File: config.mk
export PLATFORM = sky130hd
export DESIGN_NAME = byte_budget_priority_queue_unit
export DESIGN_NICKNAME = d
export VERILOG_FILES = /design/src/rtl/core/bbpq_pkg.sv /design/src/rtl/core/byte_budget_priority_queue_unit.sv
export SDC_FILE = /design/constraint.sdc
export NUM_CORES = 2
export LEC_CHECK = 0
export BUFFER_PORTS_ARGS = -buffer_cell sky130_fd_sc_hd__buf_4
export CORE_MARGIN = 2
export CORE_UTILIZATION = 40
export DETAILED_ROUTE_END_ITERATION = 10
export GPL_ROUTABILITY_DRIVEN = 0
export PLACE_DENSITY = 0.51
export REMOVE_ABC_BUFFERS = 1
export SLEW_MARGIN = 0
export SYNTH_ARGS = -nofsm -noshare
export SYNTH_HDL_FRONTEND = slang
export SYNTH_SLANG_ARGS = --single-unit
File: constraint.sdc
create_clock -name clk -period 13.68 [get_ports clk]
set_input_delay 1.368 -clock clk [delete_from_list [all_inputs] [get_ports clk]]
set_output_delay 1.368 -clock clk [all_outputs]
set_load 0.02 [all_outputs]
File: src/rtl/core/bbpq_pkg.sv
// Package: shared constants and field widths of the byte-budget priority queue.
`default_nettype none
package bbpq_pkg;
	localparam int ENTRIES  = 16;
	localparam int SLOT_W   = $clog2(ENTRIES);
	localparam int LINK_W   = SLOT_W + 1;
	localparam int COUNT_W  = $clog2(ENTRIES + 1);
	localparam int FREED_W  = 16 + $clog2(ENTRIES) + 1;
	localparam logic [LINK_W-1:0] NONE_SLOT = LINK_W'(ENTRIES);

	localparam logic [2:0] FUNC_ADD   = 3'd0;
	localparam logic [2:0] FUNC_START = 3'd1;
	localparam logic [2:0] FUNC_NEXT  = 3'd2;
	localparam logic [2:0] FUNC_BACK  = 3'd3;
	localparam logic [2:0] FUNC_REM   = 3'd4;

	localparam logic [7:0] REG_BUDGET  = 8'd0;
	localparam logic [7:0] REG_BACKOFF = 8'd1;
endpackage
`default_nettype wire

File: src/rtl/core/byte_budget_priority_queue_unit.sv
// Top level: byte-budget priority queue with tail eviction and an iterator.
`default_nettype none
// Keeps up to ENTRIES messages (handle, bytes, priority, backoff) in a doubly
// linked list of slots, highest priority first and first-in first-out among
// equal priorities, under a total byte budget. One word in gives one word out.
// A small sequencer runs every operation through one slot read port and one
// slot write port, so the block takes one word at a time. An add inspects
// tail entries for eviction, evicts those that must go and walks the entries
// to find the insertion point; an oversized add is rejected, and a backoff
// that passes the limit removes its entry. A finished word waits in the
// output register while the next input word is taken. Configuration writes
// are taken in any cycle and should be made only while the block is idle.
module byte_budget_priority_queue_unit import bbpq_pkg::*; (
	input  wire logic        clk,
	input  wire logic        arst_n,
	input  wire logic        s_tvalid,
	output logic             s_tready,
	// func[2:0], msg_handle[18:3], msg_bytes[34:19], msg_priority[50:35], zero fill
	input  wire logic [55:0] s_tdata,
	output logic             m_tvalid,
	input  wire logic        m_tready,
	// ok[0], got_handle[16:1], got_bytes[32:17], got_priority[48:33],
	// got_backoff[56:49], top_priority[72:57], bytes_used[88:73],
	// entry_count[93:89], zero fill
	output logic [95:0]      m_tdata,
	input  wire logic        cfg_valid,
	output logic             cfg_ready,
	input  wire logic [7:0]  cfg_index,
	input  wire logic [15:0] cfg_data
);
	localparam logic [3:0] ST_IDLE  = 4'd0;
	localparam logic [3:0] ST_ACHK  = 4'd1;
	localparam logic [3:0] ST_AEV   = 4'd2;
	localparam logic [3:0] ST_AUNL  = 4'd3;
	localparam logic [3:0] ST_AFREE = 4'd4;
	localparam logic [3:0] ST_APOS  = 4'd5;
	localparam logic [3:0] ST_AW1   = 4'd6;
	localparam logic [3:0] ST_AW2   = 4'd7;
	localparam logic [3:0] ST_AW3   = 4'd8;
	localparam logic [3:0] ST_U1    = 4'd9;
	localparam logic [3:0] ST_U2    = 4'd10;
	localparam logic [3:0] ST_NEXT  = 4'd11;
	localparam logic [3:0] ST_BACK  = 4'd12;
	localparam logic [3:0] ST_FIN   = 4'd13;

	// slot storage: one read address and one write address per cycle
	logic [15:0]       slot_handle_q   [ENTRIES];
	logic [15:0]       slot_bytes_q    [ENTRIES];
	logic [15:0]       slot_priority_q [ENTRIES];
	logic [7:0]        slot_backoff_q  [ENTRIES];
	logic [LINK_W-1:0] link_fwd_q      [ENTRIES];
	logic [LINK_W-1:0] link_back_q     [ENTRIES];
	logic [ENTRIES-1:0] slot_used_q;

	logic [3:0]         state_q;
	logic [2:0]         func_q;
	logic [15:0]        handle_q, bytes_q, prio_q;
	logic [15:0]        budget_q;
	logic [7:0]         limit_q;
	logic [LINK_W-1:0]  head_q, tail_q, cur_q, next_q;
	logic [LINK_W-1:0]  s_q, f_q, pos_q, prev_q, lf_q, lb_q;
	logic [15:0]        total_q;
	logic [COUNT_W-1:0] count_q, k_q;
	logic [FREED_W-1:0] freed_q;
	logic [15:0]        ubytes_q;
	logic               ok_q;
	logic [15:0]        gh_q, gb_q, gp_q;
	logic [7:0]         gk_q;

	// read port
	logic [LINK_W-1:0] rd_addr;
	logic [SLOT_W-1:0] ra;
	logic              rd_ok;
	logic [15:0]       rd_bytes, rd_prio;
	logic [7:0]        rd_bo;
	logic [LINK_W-1:0] rd_fwd, rd_back;

	// write port
	logic [SLOT_W-1:0] wa;
	logic              we_rec, we_fwd, we_back, we_bo;
	logic [LINK_W-1:0] wd_fwd, wd_back;
	logic [7:0]        wd_bo;

	logic              need_room;
	logic [7:0]        bo_inc;
	logic [LINK_W-1:0] free_slot;

	always_comb begin
		case (state_q)
			ST_AEV, ST_U1: rd_addr = s_q;
			ST_APOS:       rd_addr = pos_q;
			ST_NEXT:       rd_addr = next_q;
			ST_BACK:       rd_addr = cur_q;
			default:       rd_addr = head_q;
		endcase
	end
	assign ra       = rd_addr[SLOT_W-1:0];
	assign rd_ok    = !rd_addr[LINK_W-1];
	assign rd_bytes = slot_bytes_q[ra];
	assign rd_prio  = slot_priority_q[ra];
	assign rd_bo    = slot_backoff_q[ra];
	assign rd_fwd   = link_fwd_q[ra];
	assign rd_back  = link_back_q[ra];

	// room is short if the bytes overflow the budget or no slot stays free
	assign need_room = (FREED_W'(total_q) + FREED_W'(bytes_q)) >
	                   (FREED_W'(budget_q) + freed_q) ||
	                   (count_q - k_q) >= COUNT_W'(ENTRIES);
	assign bo_inc = (rd_bo == 8'hFF) ? 8'hFF : rd_bo + 8'd1;

	// lowest free slot
	always_comb begin
		free_slot = NONE_SLOT;
		for (int i = ENTRIES - 1; i >= 0; i--) begin
			if (!slot_used_q[i]) free_slot = LINK_W'(i);
		end
	end

	always_comb begin
		wa      = s_q[SLOT_W-1:0];
		we_rec  = 1'b0;
		we_fwd  = 1'b0;
		we_back = 1'b0;
		we_bo   = 1'b0;
		wd_fwd  = pos_q;
		wd_back = prev_q;
		wd_bo   = 8'd0;
		case (state_q)
			ST_AW1: begin
				wa     = f_q[SLOT_W-1:0];
				we_rec = 1'b1;
			end
			ST_AW2: begin
				wa     = prev_q[SLOT_W-1:0];
				we_fwd = !prev_q[LINK_W-1];
				wd_fwd = f_q;
			end
			ST_AW3: begin
				wa      = pos_q[SLOT_W-1:0];
				we_back = !pos_q[LINK_W-1];
				wd_back = f_q;
			end
			ST_U1: begin
				// point the predecessor past the leaving slot
				wa     = rd_back[SLOT_W-1:0];
				we_fwd = !rd_back[LINK_W-1];
				wd_fwd = rd_fwd;
			end
			ST_U2: begin
				wa      = lf_q[SLOT_W-1:0];
				we_back = !lf_q[LINK_W-1];
				wd_back = lb_q;
			end
			ST_BACK: begin
				wa    = cur_q[SLOT_W-1:0];
				we_bo = !cur_q[LINK_W-1];
				wd_bo = bo_inc;
			end
			default: ;
		endcase
	end

	always_ff @(posedge clk) begin
		if (we_rec) begin
			slot_handle_q[wa]   <= handle_q;
			slot_bytes_q[wa]    <= bytes_q;
			slot_priority_q[wa] <= prio_q;
		end
		if (we_rec || we_bo) slot_backoff_q[wa] <= wd_bo;
		if (we_rec || we_fwd) link_fwd_q[wa] <= wd_fwd;
		if (we_rec || we_back) link_back_q[wa] <= wd_back;
	end

	assign s_tready  = (state_q == ST_IDLE);
	assign cfg_ready = 1'b1;

	always_ff @(posedge clk or negedge arst_n) begin
		if (!arst_n) begin
			state_q     <= ST_IDLE;
			slot_used_q <= '0;
			head_q      <= NONE_SLOT;
			tail_q      <= NONE_SLOT;
			cur_q       <= NONE_SLOT;
			next_q      <= NONE_SLOT;
			total_q     <= '0;
			count_q     <= '0;
			budget_q    <= '0;
			limit_q     <= 8'd2;
			m_tvalid    <= 1'b0;
		end else begin
			if (cfg_valid && cfg_ready) begin
				if (cfg_index == REG_BUDGET) budget_q <= cfg_data;
				else if (cfg_index == REG_BACKOFF) limit_q <= cfg_data[7:0];
			end
			// load a finished word, else drop the one just taken
			if (state_q == ST_FIN && (!m_tvalid || m_tready)) m_tvalid <= 1'b1;
			else if (m_tready) m_tvalid <= 1'b0;
			case (state_q)
				ST_IDLE: begin
					if (s_tvalid) begin
						ok_q <= 1'b0;
						gh_q <= '0;
						gb_q <= '0;
						gp_q <= '0;
						gk_q <= '0;
						case (s_tdata[2:0])
							FUNC_ADD:   state_q <= ST_ACHK;
							FUNC_START: begin
								next_q  <= head_q;
								cur_q   <= NONE_SLOT;
								state_q <= ST_FIN;
							end
							FUNC_NEXT:  state_q <= ST_NEXT;
							FUNC_BACK:  state_q <= cur_q[LINK_W-1] ? ST_FIN : ST_BACK;
							FUNC_REM: begin
								s_q     <= cur_q;
								state_q <= cur_q[LINK_W-1] ? ST_FIN : ST_U1;
							end
							default:    state_q <= ST_FIN;
						endcase
					end
				end
				ST_ACHK: begin
					freed_q <= '0;
					k_q     <= '0;
					s_q     <= tail_q;
					state_q <= (bytes_q > budget_q) ? ST_FIN : ST_AEV;
				end
				ST_AEV: begin
					// walk lower-priority tail entries until the word fits
					if (rd_ok && rd_prio < prio_q && need_room) begin
						freed_q <= freed_q + FREED_W'(rd_bytes);
						k_q     <= k_q + COUNT_W'(1);
						s_q     <= rd_back;
					end else begin
						state_q <= need_room ? ST_FIN : ST_AUNL;
					end
				end
				ST_AUNL: begin
					if (k_q != '0 && !tail_q[LINK_W-1]) begin
						k_q     <= k_q - COUNT_W'(1);
						s_q     <= tail_q;
						state_q <= ST_U1;
					end else begin
						state_q <= ST_AFREE;
					end
				end
				ST_AFREE: begin
					f_q     <= free_slot;
					pos_q   <= head_q;
					state_q <= free_slot[LINK_W-1] ? ST_FIN : ST_APOS;
				end
				ST_APOS: begin
					if (rd_ok && rd_prio >= prio_q) begin
						pos_q <= rd_fwd;
					end else begin
						prev_q  <= rd_ok ? rd_back : tail_q;
						state_q <= ST_AW1;
					end
				end
				ST_AW1: begin
					slot_used_q[f_q[SLOT_W-1:0]] <= 1'b1;
					state_q <= ST_AW2;
				end
				ST_AW2: begin
					if (prev_q[LINK_W-1]) head_q <= f_q;
					state_q <= ST_AW3;
				end
				ST_AW3: begin
					if (pos_q[LINK_W-1]) tail_q <= f_q;
					total_q <= total_q + bytes_q;
					count_q <= count_q + COUNT_W'(1);
					ok_q    <= 1'b1;
					state_q <= ST_FIN;
				end
				ST_U1: begin
					if (rd_back[LINK_W-1]) head_q <= rd_fwd;
					lf_q     <= rd_fwd;
					lb_q     <= rd_back;
					ubytes_q <= rd_bytes;
					state_q  <= ST_U2;
				end
				ST_U2: begin
					if (lf_q[LINK_W-1]) tail_q <= lb_q;
					total_q <= (total_q >= ubytes_q) ? total_q - ubytes_q : '0;
					if (count_q != '0) count_q <= count_q - COUNT_W'(1);
					slot_used_q[s_q[SLOT_W-1:0]] <= 1'b0;
					if (cur_q == s_q) cur_q <= NONE_SLOT;
					if (next_q == s_q) next_q <= lf_q;
					state_q <= (func_q == FUNC_ADD) ? ST_AUNL : ST_FIN;
				end
				ST_NEXT: begin
					cur_q <= NONE_SLOT;
					if (rd_ok) begin
						ok_q   <= 1'b1;
						gh_q   <= slot_handle_q[ra];
						gb_q   <= rd_bytes;
						gp_q   <= rd_prio;
						gk_q   <= rd_bo;
						cur_q  <= next_q;
						next_q <= rd_fwd;
					end
					state_q <= ST_FIN;
				end
				ST_BACK: begin
					s_q <= cur_q;
					if (bo_inc > limit_q) begin
						state_q <= ST_U1;
					end else begin
						ok_q    <= 1'b1;
						state_q <= ST_FIN;
					end
				end
				ST_FIN: begin
					// hold until the output register is free
					if (!m_tvalid || m_tready) state_q <= ST_IDLE;
				end
				default: state_q <= ST_IDLE;
			endcase
		end
	end

	// payload capture and result word
	always_ff @(posedge clk) begin
		if (state_q == ST_IDLE && s_tvalid) begin
			func_q   <= s_tdata[2:0];
			handle_q <= s_tdata[18:3];
			bytes_q  <= s_tdata[34:19];
			prio_q   <= s_tdata[50:35];
		end
		if (state_q == ST_FIN && (!m_tvalid || m_tready)) begin
			m_tdata <= {2'b00, count_q, total_q, rd_ok ? rd_prio : 16'd0,
			            gk_q, gp_q, gb_q, gh_q, ok_q};
		end
	end

	a_count_max: assert property (@(posedge clk) disable iff (!arst_n)
		count_q <= COUNT_W'(ENTRIES))
		else $error("entry count above capacity");
	a_used_match: assert property (@(posedge clk) disable iff (!arst_n)
		state_q == ST_IDLE |-> $countones(slot_used_q) == int'(count_q))
		else $error("slot use bits disagree with entry count");
	a_empty_links: assert property (@(posedge clk) disable iff (!arst_n)
		(state_q == ST_IDLE && count_q == '0) |-> (head_q == NONE_SLOT && tail_q == NONE_SLOT))
		else $error("empty queue with a head or tail");
endmodule
`default_nettype wire
==> impl_metrics.csv <==
group,metric,value,unit
logic_synthesis,syn-instance-count,4936,
sta,skew,0.0241,ns
clock_network,cts_setup_buffers,0,
sta,layout_worst_path_cycle_share,61.8,%
logic_synthesis,postSynth.topFlopCell,"sky130_fd_sc_hd__edfxtp_1",
logic_synthesis,seq_area_frac_synth,68.8,%
setup_path,critPathCaptureType,"register",
place,placement.cell_area,0.0649,mm2
floorplanning,initial_utilization,40.3,%
route,drt.antenna.violating_nets,0,
logic_synthesis,ys_warn_count,0,
route,wl,173,mm
global_route,antenna_found_initial,9,
sta,maximum_clock_frequency,0.118,GHz
global_route,gr-max-usage-layer,"met2",
finish,layout-drive-gt1-share,11.3,%
logic_synthesis,async_flop_share,6.07,%
sta,tns,0,ns
status,run_status,"completed",
global_route,grtUsageTotal,22.0,%
finish,nets,5331,
clock_network,cts.path.max_buffers,3,
clock_network,insertion_delay,0.78,ns
setup_path,timing.critical_path.fanout_max,55,
setup_path,worst_r2r_path_depth,18,
floorplanning,floorplan.core_area,0.152,mm2
sta,tightestPinTransition,1.26,ns
setup_path,critical_path.startpoint_type,"register",
worst_hold_path,holdCritPathClass,"register to register",
clock_network,cts_hold_buf,0,
setup_path,path_cells,"buf_4, nor4b_4, a211oi_1, a21o_1, nor2_4, buf_4, buf_4, nand3_1, and3_1, a31oi_1, ha_1, a21o_1, a21o_1, a221oi_1, o221ai_1, or2_2, nor3_1, o211a_1",
job,maxCapViolations,0,
clock_network,tritoncts,"done",
logic_synthesis,synth-edff-count,1330,
sta,maxSlewViolCount,0,
place,portBuffers,175,
floorplanning,rows,143,
global_route,grt.met2_usage,34.9,%
route,wire_per_inst,23.9,um
global_route,grt_first_pass_wirelength,256,mm
setup_path,cell_with_the_largest_stage_delay_on_the_worst_path,"sky130_fd_sc_hd__nor4b_4",
sta,grt_setup_unrepaired,"no",
sta,hold_violations,0,
global_route,first_global_vias,38766,
global_route,met3_use_gr,3.95,%
sta,relative_max_transition_margin,15.9,%
route,drt_first_pass_iters,6,
sta,finalHoldWorstSlack,0.408,ns
floorplanning,dieWidth,395,um
global_route,met1_usage,30.7,%
floorplanning,pin_count,184,
setup_path,critical_path.max_stage_delay,0.89,ns
finish,stdcell_area,0.0698,mm2
setup_path,required,14.07,ns
route,drc,0,
setup_path,worst-endpoint-arrival,8.84,ns
place,place_hpwl,99.0,mm
logic_synthesis,synth-seq-cells,1416,
route,routed-via-count,39821,
clock_network,numCtsBuffers,155,
global_route,pin_count_of_the_biggest_net_entering_global_routing,163,
clock_network,clk_pin_slew,0.06,ns
floorplanning,area_of_the_die,0.156,mm2
sta,period_minus_slack,8.45,ns
setup_path,crit_path_kind,"register to register",
logic_synthesis,netlist_area,0.0612,mm2
sta,setup_viol_count_final,0,
route,avgViaCountPerCell,5.48,
floorplanning,floorplan.die.height,395,um
route,drtIter0Drc,3496,
clock_network,sinks_on_clock_net,1416,
logic_synthesis,synth_area_per_cell,12.4,um2
global_route,grt_overflow,0,
logic_synthesis,synth_cell_types,85,
clock_network,clock-root-buffer,"sky130_fd_sc_hd__clkbuf_16",
finish,area_growth,14.0,%
clock_network,cts_max_level,4,
worst_hold_path,hold-path-cell-count,0,
clock_network,post_cts_resize_count,0,
-- cell usage in the layout (no fill, tap or decap), types with 41 or more instances in the layout --
master                         n
sky130_fd_sc_hd__a21o_1       43
sky130_fd_sc_hd__a21oi_1     136
sky130_fd_sc_hd__a31oi_1      54
sky130_fd_sc_hd__and2_1       47
sky130_fd_sc_hd__and3_1       68
sky130_fd_sc_hd__buf_4       284
sky130_fd_sc_hd__clkbuf_1     41
sky130_fd_sc_hd__clkbuf_16   159
sky130_fd_sc_hd__dfrtp_1      81
sky130_fd_sc_hd__edfxtp_1   1330
sky130_fd_sc_hd__ha_1        131
sky130_fd_sc_hd__inv_1       107
sky130_fd_sc_hd__mux2i_1      52
sky130_fd_sc_hd__nand2_1    1063
sky130_fd_sc_hd__nand3_1     704
sky130_fd_sc_hd__nor2_1      148
sky130_fd_sc_hd__o21ai_0     132
sky130_fd_sc_hd__xnor2_1      49
-- layer usage --
layer / share of wire [%] / routed length, um
met1: 45 / 77200
met2: 47 / 81100
met3: 6.1 / 10600
met4: 2.6 / 4580
met5: 0.0075 / 13
-- synth_stat cells, drive strengths merged (47+ instances only) --
cell / count / area, um2
nand3: 704 / 3520
inv: 108 / 405
nand2: 1065 / 4000
buf: 119 / 668
and3: 68 / 425
a31oi: 54 / 338
mux2i: 52 / 521
clkbuf: 154 / 578
ha: 131 / 1640
a21oi: 139 / 699
dfrtp: 81 / 2030
xnor2: 49 / 429
o21ai: 142 / 714
nor2: 168 / 631
and2: 47 / 294
edfxtp: 1330 / 39900
-- per-stage QoR --
step / util, % / std cells / setup slack (ns)
after floorplan: - / 4664 / 0.00420
after global placement: 42.7 / 6982 / 5.26
after detailed placement: 42.7 / 6982 / 5.22
after CTS: 45.9 / 7262 / 5.20
after global routing: 45.9 / 7262 / 4.78
final: 45.9 / 7263 / 5.23
-- cells by family after synthesis --
kind of cell / synth area share, %
fa+ha+maj: 2.87
simple gates: 16.5
flops: 68.8
compound gates: 6.59
buf+inv: 2.70
other cells: 0.0123
xor+xnor: 1.13
mux: 1.42
-- final cells by class --
cell class              instances  area, um2
diodes                          1       2.50
clock buffers                 202       4160
clock inverters                78        671
fillers                     13742      82200
inverters                     108        408
multi-input cells            3140      17700
flip-flops and latches       1416      42100
well taps                    2030       2540
repair buffers                288       2210
-- flip-flops by register name (all words and copies together), names as in the netlist, 21 cells and up --
name,count
slot_priority_q,256
m_tdata,94
freed_q,21
link_fwd_q,80
slot_handle_q,256
slot_bytes_q,256
slot_backoff_q,128
link_back_q,80
-- path summary, 6_finish.rpt --
path                                        startpoint                         end  slack [ns]
worst max register to register  state_q[1]$_DFFE_PN0P_    freed_q[6]$_SDFFCE_PN0P_        5.23
worst min-delay path            gb_q[10]$_SDFFCE_PP0P_       m_tdata[27]$_DFFE_PP_        0.41
worst min register to register  gb_q[10]$_SDFFCE_PP0P_       m_tdata[27]$_DFFE_PP_        0.41
min in group asynchronous                       arst_n     budget_q[5]$_DFFE_PN0P_        0.52
max in group asynchronous                       arst_n  slot_used_q[4]$_DFFE_PN0P_       11.87
worst max-delay path            state_q[1]$_DFFE_PN0P_    freed_q[6]$_SDFFCE_PN0P_        5.23
-- critical path: cells and delay by family (launching register included) --
family | cells | cell delay (ns)
compound gates | 8 | 3.04
simple gates | 6 | 2.27
buf+inv | 3 | 1.95
fa+ha+maj | 1 | 0.38
flops | 1 | 0.32
Power is left out: the tool's default activity adds up to more than one toggle a clock period on the data nets, which glitch-free logic cannot reach.
